==> src/hdl/bhba_div.sv <==
// Restoring divider, one quotient bit per cycle.
module bhba_div (
  input  logic        clk,
  input  logic        rst,
  input  logic        start,
  input  logic [47:0] dividend,
  input  logic [16:0] divisor,
  output logic [47:0] quotient,
  output logic        done
);

  logic [47:0] num;
  logic [16:0] den;
  logic [17:0] rem;
  logic [5:0]  count;
  logic        busy;
  logic [18:0] trial;
  logic [17:0] shifted;

  assign shifted = {rem[16:0], num[47]};
  assign trial   = {1'b0, shifted} - {2'b00, den};

  always_ff @(posedge clk) begin
    if (rst) begin
      busy  <= 1'b0;
      done  <= 1'b0;
      count <= '0;
    end else begin
      done <= 1'b0;
      if (start) begin
        busy  <= 1'b1;
        count <= 6'd47;
        num   <= dividend;
        den   <= divisor;
        rem   <= '0;
      end else if (busy) begin
        if (trial[18]) begin
          rem      <= shifted;
          quotient <= {quotient[46:0], 1'b0};
        end else begin
          rem      <= trial[17:0];
          quotient <= {quotient[46:0], 1'b1};
        end
        num <= {num[46:0], 1'b0};
        if (count == '0) begin
          busy <= 1'b0;
          done <= 1'b1;
        end else begin
          count <= count - 6'd1;
        end
      end
    end
  end

endmodule

==> config.mk <==
export PLATFORM = sky130hd
export DESIGN_NAME = bhba_div
export DESIGN_NICKNAME = d
export VERILOG_FILES = /design/src/hdl/bhba_div.sv
export SDC_FILE = /design/constraint.sdc
export NUM_CORES = 1
export LEC_CHECK = 0
export ABC_AREA = 1
export BUFFER_PORTS_ARGS = -buffer_cell sky130_fd_sc_hd__buf_2
export CAP_MARGIN = 0
export CORE_MARGIN = 2
export CORE_UTILIZATION = 42
export CTS_CLUSTER_SIZE = 8
export DETAILED_ROUTE_END_ITERATION = 7
export HOLD_SLACK_MARGIN = 0.05
export PLACE_DENSITY = 0.76
export SLEW_MARGIN = 25
export SYNTH_ARGS = -nofsm -noshare
export SYNTH_HDL_FRONTEND = slang
export SYNTH_SLANG_ARGS = --single-unit
==> constraint.sdc <==
create_clock -name clk -period 4.3 [get_ports clk]
set_clock_uncertainty 0.1 [all_clocks]
set_input_delay 0.215 -clock clk [delete_from_list [all_inputs] [get_ports clk]]
set_output_delay 0.215 -clock clk [all_outputs]
set_load 0.02 [all_outputs]
==> summary.md <==
| Metric | Value |
|---|---|
| Status | `complete, no violations` |
| PwrDens | `410 nW/um^2` |
| Final hold violation count | `0` |
| Top post-synthesis cells by area | `edfxtp_1 60%, nand2_1 16%, inv_1 4.1%, ha_1 3.6%, nor2_1 2.6%` |
| CTS buffer count | `17` |
| Pwr Total | `3.49 mW` |
| Post-synth top area share | `59.9%` |
| Largest delay contributor family on the critical path | `compound AO/OA/AOI/OAI gates` |
| CP Class | `register to register` |
| Adder-cell share of the synthesized area | `3.95%` |
| WP buf/inv | `0` |
| Seq/Total Area, Yosys | `62.4%` |
| P_leak | `3.91 nW` |
| Largest family of logic cells by synthesized area | `simple AND/OR/NAND/NOR gates` |
| NumNets Final | `937` |
| Crit end category | `register` |
| CTS tree | `done` |
| Post_cts resized | `0` |
| Root buffer cell | `clkbuf_16` |
| # H-tree levels | `4` |
| CP startpoint kind | `register` |
| VDD IR-drop max | `0.332 mV` |
| GRT Total Usage | `18.9%` |
| Clk buf depth | `2` |
| Hold WS | `0.344 ns` |
| Syn_nets | `750` |
| Post-Synth XOR/XNOR Area | `0.941%` |
| Post-synth design cell area | `6520 um^2` |
| Distinct cells, synth | `34` |
| Vias | `5005` |
| DRT Pass-1 Iters | `5` |
| Complex-gate fraction of the synthesized area | `2.13%` |
| Final-report setup violation count | `0` |
| Yosys top cell by area | `edfxtp_1` |
| CP max FO | `17` |
| Placement Rows | `45` |
| Post-synthesis area per instance | `9.85 um^2` |
| Post-DR vias/cell | `4.77` |
| Number of diodes | `0` |
| Clock Sinks | `138` |
| Slew Limit Fails | `0` |
| Worst r2r dst | `rem[2]` |
| Reg2reg setup slack | `1.79 ns` |
| Largest net degree at the start of global routing | `53` |
| Slowest stage delay, CP | `0.69 ns` |
| P&R area growth vs syn | `30.4%` |
| Initial antenna violation count | `0` |
| RSZ-0062 raised after global routing | `no` |
| Tmin final | `2.51 ns` |
| CP endpoint | `rem[2]` |
| Critical Path AT | `2.58 ns` |
| Critical-path cell list | `ha_1 -> a21oi_1 -> o21ai_0 -> a21oi_2 -> nand2_1 -> nor2_1 -> nor2_1` |
| Crit Reg-Reg Startpoint | `rem[14]` |
| Fmax | `398 MHz` |
| CP most frequent cell | `nor2_1` |
| DP HPWL | `9.22 mm` |
| Initial Util | `42.9%` |
| Setup tns final | `0 ns` |
| CP max-delay cell | `a21oi_2` |
| # IOs | `117` |
| Layout cells sized above 1 | `20.1%` |
| Routability cong. | `0.861` |
| Critical Path RT | `4.37 ns` |
| Port bufs | `116` |
| Ys Warns | `0` |
| Reg clk slew, reported paths | `0.06 ns` |
| Die height | `129 um` |
| Fraction of synthesized area in multiplexers | `0%` |
| Simple-gate share of the synthesized area | `24.6%` |
| Vias in the first global route | `4977` |
| Syn Inst Count | `662` |
| Slew Limit Headroom | `39.4%` |
| Worst-Skew Late Latency | `0.42 ns` |
| Logic depth of the worst setup path including buffers | `7` |
| Setup crit start | `rem[14]` |
| Synthesis-stage register bit count | `138` |
| HP Class | `register to register` |
| Total gr overflow | `0` |
| Total die area | `16500 um^2` |
| Die X-Extent | `129 um` |
| 1st-iter DRT viols | `349` |
| Post-DRT Antenna Nets | `0` |
| Tcrit/Tclk final | `58.4%` |
| Actual slew at the worst max-slew pin | `0.910 ns` |
| Max-cap violations | `0` |
| WL per Instance | `14.1 um` |
| Drt drc | `0` |
| Worst R2R Path Depth | `7` |
| WL final | `14.8 mm` |
| Core area | `15200 um^2` |
| First-pass GRT wire length | `24.2 mm` |
## sequential cells by signal, summed over array words and instances (netlist names)
register	flops
count	6
den	17
num	48
quotient	48
rem	17
busy	1
done	1
## how the worst min path moves through the flow
stage	startpoint	end	slack [ns]	cells after the start
floorplan	divisor[0]	den[0]	0.21	0
global placement	divisor[1]	den[1]	0.29	1
detailed placement	divisor[12]	den[12]	0.29	1
CTS	quotient[30]	quotient[31]	0.34	0
global route	quotient[35]	quotient[36]	0.36	0
finish	quotient[30]	quotient[31]	0.34	0
## metrics by stage
| stage | area [um^2] | utilization, % | setup slack, ns | std cells |
|---|---|---|---|---|
| 3_3_place_gp | 7300 | 48.0 | 1.62 | 952 |
| 4_1_cts | 8500 | 55.9 | 1.77 | 1050 |
| 6_report | 8500 | 55.9 | 1.79 | 1050 |
| 2_1_floorplan | 6530 | - | 1.09 | 662 |
| 3_5_place_dp | 7300 | 48.0 | 1.58 | 952 |
| 5_1_grt | 8500 | 55.9 | 1.53 | 1050 |
## worst register-to-register path: cells and delay by family, from the launching register on
family / cells / cell delay [ns]
compound gates: 3 / 1.07
fa+ha+maj: 1 / 0.34
flops: 1 / 0.39
simple gates: 3 / 0.37
## layer usage
layer / part of all wire [%] / vias to the layer above / GRT usage [%]
met3: 5.9 / 21 / 5.70
met1: 45 / 2297 / 24.0
met4: 1.7 / 0 / 6.59
met5: 0 / - / 0
li1: - / 2521 / -
met2: 48 / 166 / 31.2
## report_power, final
part	switching (mW)	leakage, nW	internal [mW]	total (mW)
registers	0.0309	1.29	1.56	1.59
clock network	0.546	0.253	0.788	1.33
logic	0.339	2.36	0.220	0.559
total	0.916	3.91	2.57	3.49
## placed cells by master, fill, tap and decap left out, types with 7 or more instances in the layout
cell / Yosys / layout
dlygate4sd3_1: 0 / 66
nand3_1: 15 / 15
nand2_1: 270 / 270
dfxtp_1: 8 / 8
inv_1: 72 / 72
nor2_1: 45 / 45
edfxtp_1: 130 / 130
buf_2: 1 / 116
a21oi_1: 13 / 12
nor2_2: 9 / 9
clkbuf_16: 0 / 17
nand4_1: 7 / 7
nand3b_1: 16 / 16
ha_1: 19 / 19
## cell usage after synthesis, drive strengths merged
cell type	count
nand2	274
edfxtp	130
inv	78
nor2	55
ha	19
nand3	17
nand3b	16
a21oi	15
buf	12
dfxtp	8
nand4	7
clkbuf	6
xor2	6
a31oi	3
and2	3
nor3	3
o21ai	3
o211ai	2
fa	1
nand2b	1
nor3b	1
nor4	1
xnor2	1
## kinds of logic (layout without fill, tap and decap cells)
group | Yosys count | after routing
compound gates | 23 | 23
flops | 138 | 138
fa+ha+maj | 20 | 20
simple gates | 378 | 378
buf+inv | 96 | 296
xor+xnor | 7 | 7
## cell type report
| cell class | count | area (um^2) |
|---|---|---|
| clock buffer | 20 | 437 |
| clock inverter | 12 | 100 |
| fill | 1265 | 6710 |
| inverter | 78 | 293 |
| multi-input combinational | 428 | 2080 |
| sequential | 138 | 4060 |
| tap | 188 | 235 |
| timing repair buffer | 186 | 1280 |
## what timing repair did
action                                 CTS  global route
buffers inserted                         0             0
hold buffers                            66             0
endpoints found under the hold margin   68             0
(Power assumes the default switching activity.)
